## src/sv/hfp_pkg.sv

```systemverilog
// ---------------------------------------------------------------------------
// hfp_pkg
// types, codes and constants of the http header field parser
// ---------------------------------------------------------------------------
package hfp_pkg;

    localparam int KEY_COUNT_BITS_DEF   = 8;
    localparam int VALUE_COUNT_BITS_DEF = 10;

    localparam int OFFSET_W = 10;
    localparam logic [OFFSET_W-1:0] MAX_OFFSET_RST = 10'd255;

    localparam logic [7:0] CH_CR    = 8'h0D;
    localparam logic [7:0] CH_LF    = 8'h0A;
    localparam logic [7:0] CH_COLON = 8'h3A;
    localparam logic [7:0] CH_SPACE = 8'h20;

    typedef enum logic [3:0] {
        ST_START  = 4'd0,
        ST_KEY    = 4'd1,
        ST_COLON  = 4'd2,
        ST_SPACE  = 4'd3,
        ST_VALUE  = 4'd4,
        ST_CR     = 4'd5,
        ST_LF     = 4'd6,
        ST_END_CR = 4'd7,
        ST_END_LF = 4'd8
    } hfp_state_t;

    typedef enum logic [2:0] {
        ROLE_SKIP     = 3'd0,
        ROLE_KEY      = 3'd1,
        ROLE_SEP      = 3'd2,
        ROLE_VALUE    = 3'd3,
        ROLE_LINE_END = 3'd4,
        ROLE_AFTER    = 3'd5,
        ROLE_ERROR    = 3'd6
    } hfp_role_t;

    typedef struct packed {
        logic [7:0] data_byte;
        logic       restart;
    } hfp_req_t;

    typedef struct packed {
        logic [7:0] echo_byte;
        hfp_role_t  byte_role;
        logic       field_done;
        logic       headers_done;
        logic       parse_error;
        logic [7:0] key_length;
        logic [9:0] value_length;
    } hfp_res_t;

endpackage

```

## src/sv/hfp_step.sv

```systemverilog
// ---------------------------------------------------------------------------
// hfp_step
// per-byte line machine: next parser state, counters and result word
// ---------------------------------------------------------------------------
module hfp_step
    import hfp_pkg::*;
#(
    parameter int KEY_COUNT_BITS   = KEY_COUNT_BITS_DEF,
    parameter int VALUE_COUNT_BITS = VALUE_COUNT_BITS_DEF
)
(
    input  hfp_state_t                  state_cur,
    input  logic [KEY_COUNT_BITS-1:0]   key_cur,
    input  logic [VALUE_COUNT_BITS-1:0] val_cur,
    input  logic                        err_cur,
    input  hfp_req_t                    req,
    input  logic [OFFSET_W-1:0]         max_offset,
    output hfp_state_t                  state_nxt,
    output logic [KEY_COUNT_BITS-1:0]   key_nxt,
    output logic [VALUE_COUNT_BITS-1:0] val_nxt,
    output logic                        err_nxt,
    output hfp_res_t                    res
);

    localparam int CMP_W = (VALUE_COUNT_BITS > OFFSET_W) ? VALUE_COUNT_BITS : OFFSET_W;

    hfp_state_t                  st;
    logic [KEY_COUNT_BITS-1:0]   kc;
    logic [VALUE_COUNT_BITS-1:0] vc;
    logic                        ec;
    logic [7:0]                  b;
    logic                        is_crlf;
    logic                        val_over;
    hfp_role_t                   role;
    logic                        fdone;
    logic                        hdone;
    logic [7:0]                  key_len;
    logic [9:0]                  val_len;

    // restart clears the parser before this byte is handled
    always_comb
    begin
        st = req.restart ? ST_START : state_cur;
        kc = req.restart ? '0 : key_cur;
        vc = req.restart ? '0 : val_cur;
        ec = req.restart ? 1'b0 : err_cur;
    end

    assign b        = req.data_byte;
    assign is_crlf  = (b == CH_CR) || (b == CH_LF);
    assign val_over = (CMP_W'(vc) > CMP_W'(max_offset)) || (vc == '1);

    // next state
    always_comb
    begin
        state_nxt = st;
        key_nxt   = kc;
        val_nxt   = vc;
        err_nxt   = ec;
        if (!ec)
        begin
            unique case (st)
                ST_START:
                begin
                    if (!is_crlf)
                    begin
                        state_nxt = ST_KEY;
                        key_nxt   = KEY_COUNT_BITS'(1);
                        val_nxt   = '0;
                    end
                end
                ST_KEY:
                begin
                    if (b == CH_COLON)
                        state_nxt = ST_COLON;
                    else if (is_crlf)
                        err_nxt = 1'b1;
                    else if (kc != '1)
                        key_nxt = kc + 1'b1;
                end
                ST_COLON:
                begin
                    if (b == CH_SPACE)
                        state_nxt = ST_SPACE;
                    else
                        err_nxt = 1'b1;
                end
                ST_SPACE:
                begin
                    state_nxt = ST_VALUE;
                    val_nxt   = VALUE_COUNT_BITS'(1);
                end
                ST_VALUE:
                begin
                    if (b == CH_CR)
                        state_nxt = ST_CR;
                    else if (val_over)
                        err_nxt = 1'b1;
                    else
                        val_nxt = vc + 1'b1;
                end
                ST_CR:
                begin
                    if (b == CH_LF)
                        state_nxt = ST_LF;
                    else
                        err_nxt = 1'b1;
                end
                ST_LF:
                begin
                    if (b == CH_CR)
                        state_nxt = ST_END_CR;
                    else
                    begin
                        state_nxt = ST_KEY;
                        key_nxt   = KEY_COUNT_BITS'(1);
                        val_nxt   = '0;
                    end
                end
                ST_END_CR:
                begin
                    if (b == CH_LF)
                        state_nxt = ST_END_LF;
                    else
                        err_nxt = 1'b1;
                end
                ST_END_LF:
                begin
                    state_nxt = ST_END_LF;
                end
                default:
                begin
                    err_nxt = 1'b1;
                end
            endcase
        end
    end

    // byte role and completion flags
    always_comb
    begin
        role  = ROLE_ERROR;
        fdone = 1'b0;
        hdone = 1'b0;
        if (!err_nxt)
        begin
            unique case (st)
                ST_START:  role = is_crlf ? ROLE_SKIP : ROLE_KEY;
                ST_KEY:    role = (b == CH_COLON) ? ROLE_SEP : ROLE_KEY;
                ST_COLON:  role = ROLE_SEP;
                ST_SPACE:  role = ROLE_VALUE;
                ST_VALUE:  role = (b == CH_CR) ? ROLE_LINE_END : ROLE_VALUE;
                ST_CR:
                begin
                    role  = ROLE_LINE_END;
                    fdone = 1'b1;
                end
                ST_LF:     role = (b == CH_CR) ? ROLE_LINE_END : ROLE_KEY;
                ST_END_CR:
                begin
                    role  = ROLE_LINE_END;
                    hdone = 1'b1;
                end
                ST_END_LF: role = ROLE_AFTER;
                default:   role = ROLE_ERROR;
            endcase
        end
    end

    // saturate or extend counts to the result field widths
    generate
        if (KEY_COUNT_BITS > 8)
        begin : g_key_sat
            assign key_len = (|key_nxt[KEY_COUNT_BITS-1:8]) ? 8'hFF : key_nxt[7:0];
        end
        else
        begin : g_key_ext
            assign key_len = 8'(key_nxt);
        end
        if (VALUE_COUNT_BITS > 10)
        begin : g_val_sat
            assign val_len = (|val_nxt[VALUE_COUNT_BITS-1:10]) ? 10'h3FF : val_nxt[9:0];
        end
        else
        begin : g_val_ext
            assign val_len = 10'(val_nxt);
        end
    endgenerate

    always_comb
    begin
        res.echo_byte    = b;
        res.byte_role    = role;
        res.field_done   = fdone;
        res.headers_done = hdone;
        res.parse_error  = err_nxt;
        res.key_length   = key_len;
        res.value_length = val_len;
    end

endmodule

```

## src/sv/http_header_field_parser_unit.sv

```systemverilog
// ---------------------------------------------------------------------------
// http_header_field_parser_unit
// streaming parser for the header section of an http request
// results are registered to the output word, or to the skid word if stalled
// throughput: one byte per cycle unless stalled; combinational line machine
// a two-deep output stage lets a byte in while one result is stalled
// reset: parser in start state, counts and error cleared, limit 255
// ---------------------------------------------------------------------------
module http_header_field_parser_unit
    import hfp_pkg::*;
#(
    parameter int KEY_COUNT_BITS   = KEY_COUNT_BITS_DEF,
    parameter int VALUE_COUNT_BITS = VALUE_COUNT_BITS_DEF
)
(
    input  logic                clk,
    input  logic                rst_n,
    input  logic                req_valid,
    output logic                req_stall,
    input  hfp_req_t            req_word,
    output logic                res_valid,
    input  logic                res_stall,
    output hfp_res_t            res_word,
    input  logic                cfg_valid,
    output logic                cfg_ready,
    input  logic [OFFSET_W-1:0] cfg_data
);

    hfp_state_t                  state_reg;
    hfp_state_t                  state_next;
    logic [KEY_COUNT_BITS-1:0]   key_reg;
    logic [KEY_COUNT_BITS-1:0]   key_next;
    logic [VALUE_COUNT_BITS-1:0] val_reg;
    logic [VALUE_COUNT_BITS-1:0] val_next;
    logic                        err_reg;
    logic                        err_next;
    logic [OFFSET_W-1:0]         max_off_reg;
    hfp_res_t                    step_res;

    hfp_res_t                    out_reg;
    hfp_res_t                    skid_reg;
    logic                        out_valid_reg;
    logic                        out_valid_next;
    logic                        skid_valid_reg;
    logic                        skid_valid_next;

    logic                        accept;
    logic                        pop;
    logic                        load_out_new;
    logic                        load_out_skid;
    logic                        load_skid;

    hfp_step #(
        .KEY_COUNT_BITS   (KEY_COUNT_BITS),
        .VALUE_COUNT_BITS (VALUE_COUNT_BITS)
    ) u_hfp_step (
        .state_cur  (state_reg),
        .key_cur    (key_reg),
        .val_cur    (val_reg),
        .err_cur    (err_reg),
        .req        (req_word),
        .max_offset (max_off_reg),
        .state_nxt  (state_next),
        .key_nxt    (key_next),
        .val_nxt    (val_next),
        .err_nxt    (err_next),
        .res        (step_res)
    );

    assign cfg_ready = 1'b1;

    // stall only while the skid word is occupied
    assign req_stall = skid_valid_reg;
    assign accept    = req_valid && !skid_valid_reg;
    assign pop       = out_valid_reg && !res_stall;

    assign load_out_new  = accept && (pop || !out_valid_reg);
    assign load_skid     = accept && out_valid_reg && !pop;
    assign load_out_skid = pop && skid_valid_reg;

    always_comb
    begin
        out_valid_next  = load_out_new || load_out_skid || (out_valid_reg && !pop);
        skid_valid_next = load_skid || (skid_valid_reg && !pop);
    end

    always_ff @(posedge clk or negedge rst_n)
    begin
        if (!rst_n)
        begin
            state_reg      <= ST_START;
            key_reg        <= '0;
            val_reg        <= '0;
            err_reg        <= 1'b0;
            max_off_reg    <= MAX_OFFSET_RST;
            out_valid_reg  <= 1'b0;
            skid_valid_reg <= 1'b0;
        end
        else
        begin
            if (accept)
            begin
                state_reg <= state_next;
                key_reg   <= key_next;
                val_reg   <= val_next;
                err_reg   <= err_next;
            end
            if (cfg_valid && cfg_ready)
                max_off_reg <= cfg_data;
            out_valid_reg  <= out_valid_next;
            skid_valid_reg <= skid_valid_next;
        end
    end

    always_ff @(posedge clk)
    begin
        if (load_out_new)
            out_reg <= step_res;
        else if (load_out_skid)
            out_reg <= skid_reg;
        if (load_skid)
            skid_reg <= step_res;
    end

    assign res_valid = out_valid_reg;
    assign res_word  = out_reg;

endmodule

```

## config.mk

```make
export PLATFORM = sky130hd
export DESIGN_NAME = http_header_field_parser_unit
export DESIGN_NICKNAME = d
export VERILOG_FILES = /design/src/sv/hfp_pkg.sv /design/src/sv/hfp_step.sv /design/src/sv/http_header_field_parser_unit.sv
export SDC_FILE = /design/constraint.sdc
export NUM_CORES = 1
export LEC_CHECK = 0
export BUFFER_PORTS_ARGS = -buffer_cell sky130_fd_sc_hd__buf_2
export CAP_MARGIN = 5
export CORE_MARGIN = 3
export CORE_UTILIZATION = 55
export CTS_CLUSTER_SIZE = 30
export DETAILED_ROUTE_END_ITERATION = 7
export GPL_ROUTABILITY_DRIVEN = 0
export HOLD_SLACK_MARGIN = 0.12
export PLACE_DENSITY = 0.86
export SETUP_SLACK_MARGIN = 0.3
export SLEW_MARGIN = 20
export SYNTH_ARGS = -nofsm -noshare
export SYNTH_HDL_FRONTEND = slang
export SYNTH_SLANG_ARGS = --single-unit
```

## constraint.sdc

```tcl
create_clock -name clk -period 6.7 [get_ports clk]
set_clock_uncertainty 0.15 [all_clocks]
set_input_delay 1.34 -clock clk [delete_from_list [all_inputs] [get_ports clk]]
set_output_delay 1.34 -clock clk [all_outputs]
set_load 0.01 [all_outputs]
```

==> flow_summary.yaml <==
outcome:
  status: "complete, no violations"
layout:
  regArea_um2: 2808
  diodes: 0
  layout-drive-gt1-share_pct: 18.80
  final_common_cell: "nand2_1"
  final_core_util_pct: 62.72
  area_growth_pct: 10.16
  layout_common_cells: "nand2_1, edfxtp_1, buf_2"
  multiInputGateArea_um2: 2575
  nFillCells: 827
  fin_nets: 662
  design_area_um2: 6158
synthesis:
  syn_inst: 585
  yosysTopAreaCellShare_pct: 34.38
  synth_edf_count: 64
  avgSynthCellArea_um2: 9.556
  synth-warning-count: 0
  synth-simple-area-share_pct: 22.29
  ys_ff_latch: 99
  yosys.area_share.adder_pct: 2.238
  synth_fp_nets: 619
  synth_compound_area_share_pct: 18.67
  synth_top_area_cell: "edfxtp_1"
  synth.distinct_cells: 75
  synthTopCellsByArea: "edfxtp_1, dfrtp_1, nand2_1"
  synth_xor_area_share_pct: 0.4700
  ys_async_sr_fraction_pct: 35.35
  synth.area.mux_share_pct: 2.014
  netlist_area_um2: 5590
  synth-seq-area-share_pct: 50.22
  synth_top_family_by_area: "simple AND/OR/NAND/NOR gates"
  ys.flop_type: "edfxtp_1"
min_path:
  min_delay_path_depth: 2
  hp-class: "reg -> reg"
floorplan:
  die_y_um: 106.8
  rows: 36
  die_w_um: 106.8
  start_util_pct: 56.93
  dieArea_um2: 11410
  ios: 59
  core_um2: 9819
detailed_routing:
  antenna_left: 0
  viasPerCell: 6.249
  drc: 0
  drt_wl_total_um: 13320
  wire_per_inst_um: 17.39
  dr.pass1.iters: 6
  first_iter_violations: 378
  num_vias: 4787
global_routing:
  grt_usage_pct: 23.62
  grt_pass1_vias: 4397
  antenna_found_initial: 0
  grt-ovfl-total: 0
  grt_pass1_wl_um: 21470
  grt_max_degree: 43
clocking:
  postCtsSetupRepairBufs: 0
  clock_tree.root_cell: "clkbuf_8"
  clkSlewWorstSetupHoldPaths_ns: 0.08
  cts_tree: "yes"
  numCtsBuffers: 9
  cts_sinks: 99
  post_cts_resized: 0
  cts_hold_repair.buffers: 0
  cts.path.max_buffers: 2
  clkLatencyLatePin_ns: 0.37
  htree_levels: 3
power_and_ir_drop:
  p_per_area_nw_per_um2: 285.1
  max-vdd-ir-drop_mv: 0.1100
  power_uw: 1756
  p_leak_uw: 0.002474
timing:
  slew_headroom_pct: 31.28
  hold_viol: 0
  finalCritPeriodShare_pct: 72.66
  rsz0062_at_grt: "false"
  finalSetupViolCount: 0
  tightestPinTransition_ns: 1.028
  finalSetupTns_ns: 0
  hold_ws_ns: 0.3614
  period_minus_slack_ns: 4.868
  clock.fmax_mhz: 205.4
  maxSlewViolCount: 0
critical_path:
  endpoint_kind: "flip-flop"
  crit_fanout: 42
  crit_required_ns: 6.67
  r2r_cells: 9
  worstSetupPathType: "in -> reg"
  cp.arrival_ns: 4.84
  cp-start-kind: "input port"
placed_design:
  portBuffers: 57
  placed_area_um2: 5942
  dp_hpwl_um: 9098
run:
  max_cap_violations: 0
[area by class of cell]
type	instances	share of cell area [%]
tap	133	2.702
sequential	99	45.59
multi-input combinational	435	41.81
timing repair buffer	61	5.445
clock inverter	4	0.8736
inverter	22	1.382
clock buffer	12	2.194
[Yosys cell counts (10+ instances only)]
library cell	n
a21oi_1	37
a31oi_1	18
clkbuf_1	18
dfrtp_1	27
edfxtp_1	64
ha_1	10
inv_1	21
mux2_2	10
nand2_1	95
nand3_1	14
nor2_1	55
nor2b_1	13
o21ai_0	43
o31ai_1	18
[stage by stage]
stage | worst slack (ns) | cells
final | 1.832 | 766
after global routing | 1.631 | 766
after CTS | 1.988 | 765
after detailed placement | 1.600 | 749
after global placement | 1.728 | 749
after floorplan | 1.986 | 585
[metal layers]
layer / GRT usage, % / wire length [um] / vias up
li1: - / - / 2233
met1: 30.16 / 5342 / 2244
met2: 39.43 / 6500 / 269
met3: 4.816 / 1114 / 41
met4: 9.589 / 365 / 0
met5: 0 / 0 / -
[logic make-up after synthesis]
group	after synthesis
compound gates	161
fa+ha+maj	10
xor+xnor	3
simple gates	250
flops	99
other cells	1
mux	10
buf+inv	51
[critical path, stage by stage]
cell	delay (ns)
buf_2	0.55
inv_1	0.46
nand2_1	0.23
inv_1	0.09
ha_1	0.29
nand4_1	0.14
nor2_1	0.08
o31a_1	0.13
o31ai_4	0.64
a21oi_1	0.18
or3b_1	0.41
mux2_2	0.27
[power breakdown]
group	switching [uW]	internal (uW)
Combinational	331	178
Clock	203	174
Sequential	58.5	811
[final timing paths]
kind / startpoint / to / slack (ns)
setup / recovery: req_word[0] / res_word[8] / 1.83
hold / removal: max_off_reg[2] / max_off_reg[2] / 0.36
setup reg to reg: val_reg[2] / res_word[8] / 3.27
hold reg to reg: max_off_reg[2] / max_off_reg[2] / 0.36
max in group asynchronous: rst_n / key_reg[5] / 4.92
min in group asynchronous: rst_n / val_reg[1] / 0.93
No activity file was read; power rests on OpenSTA's default activity.
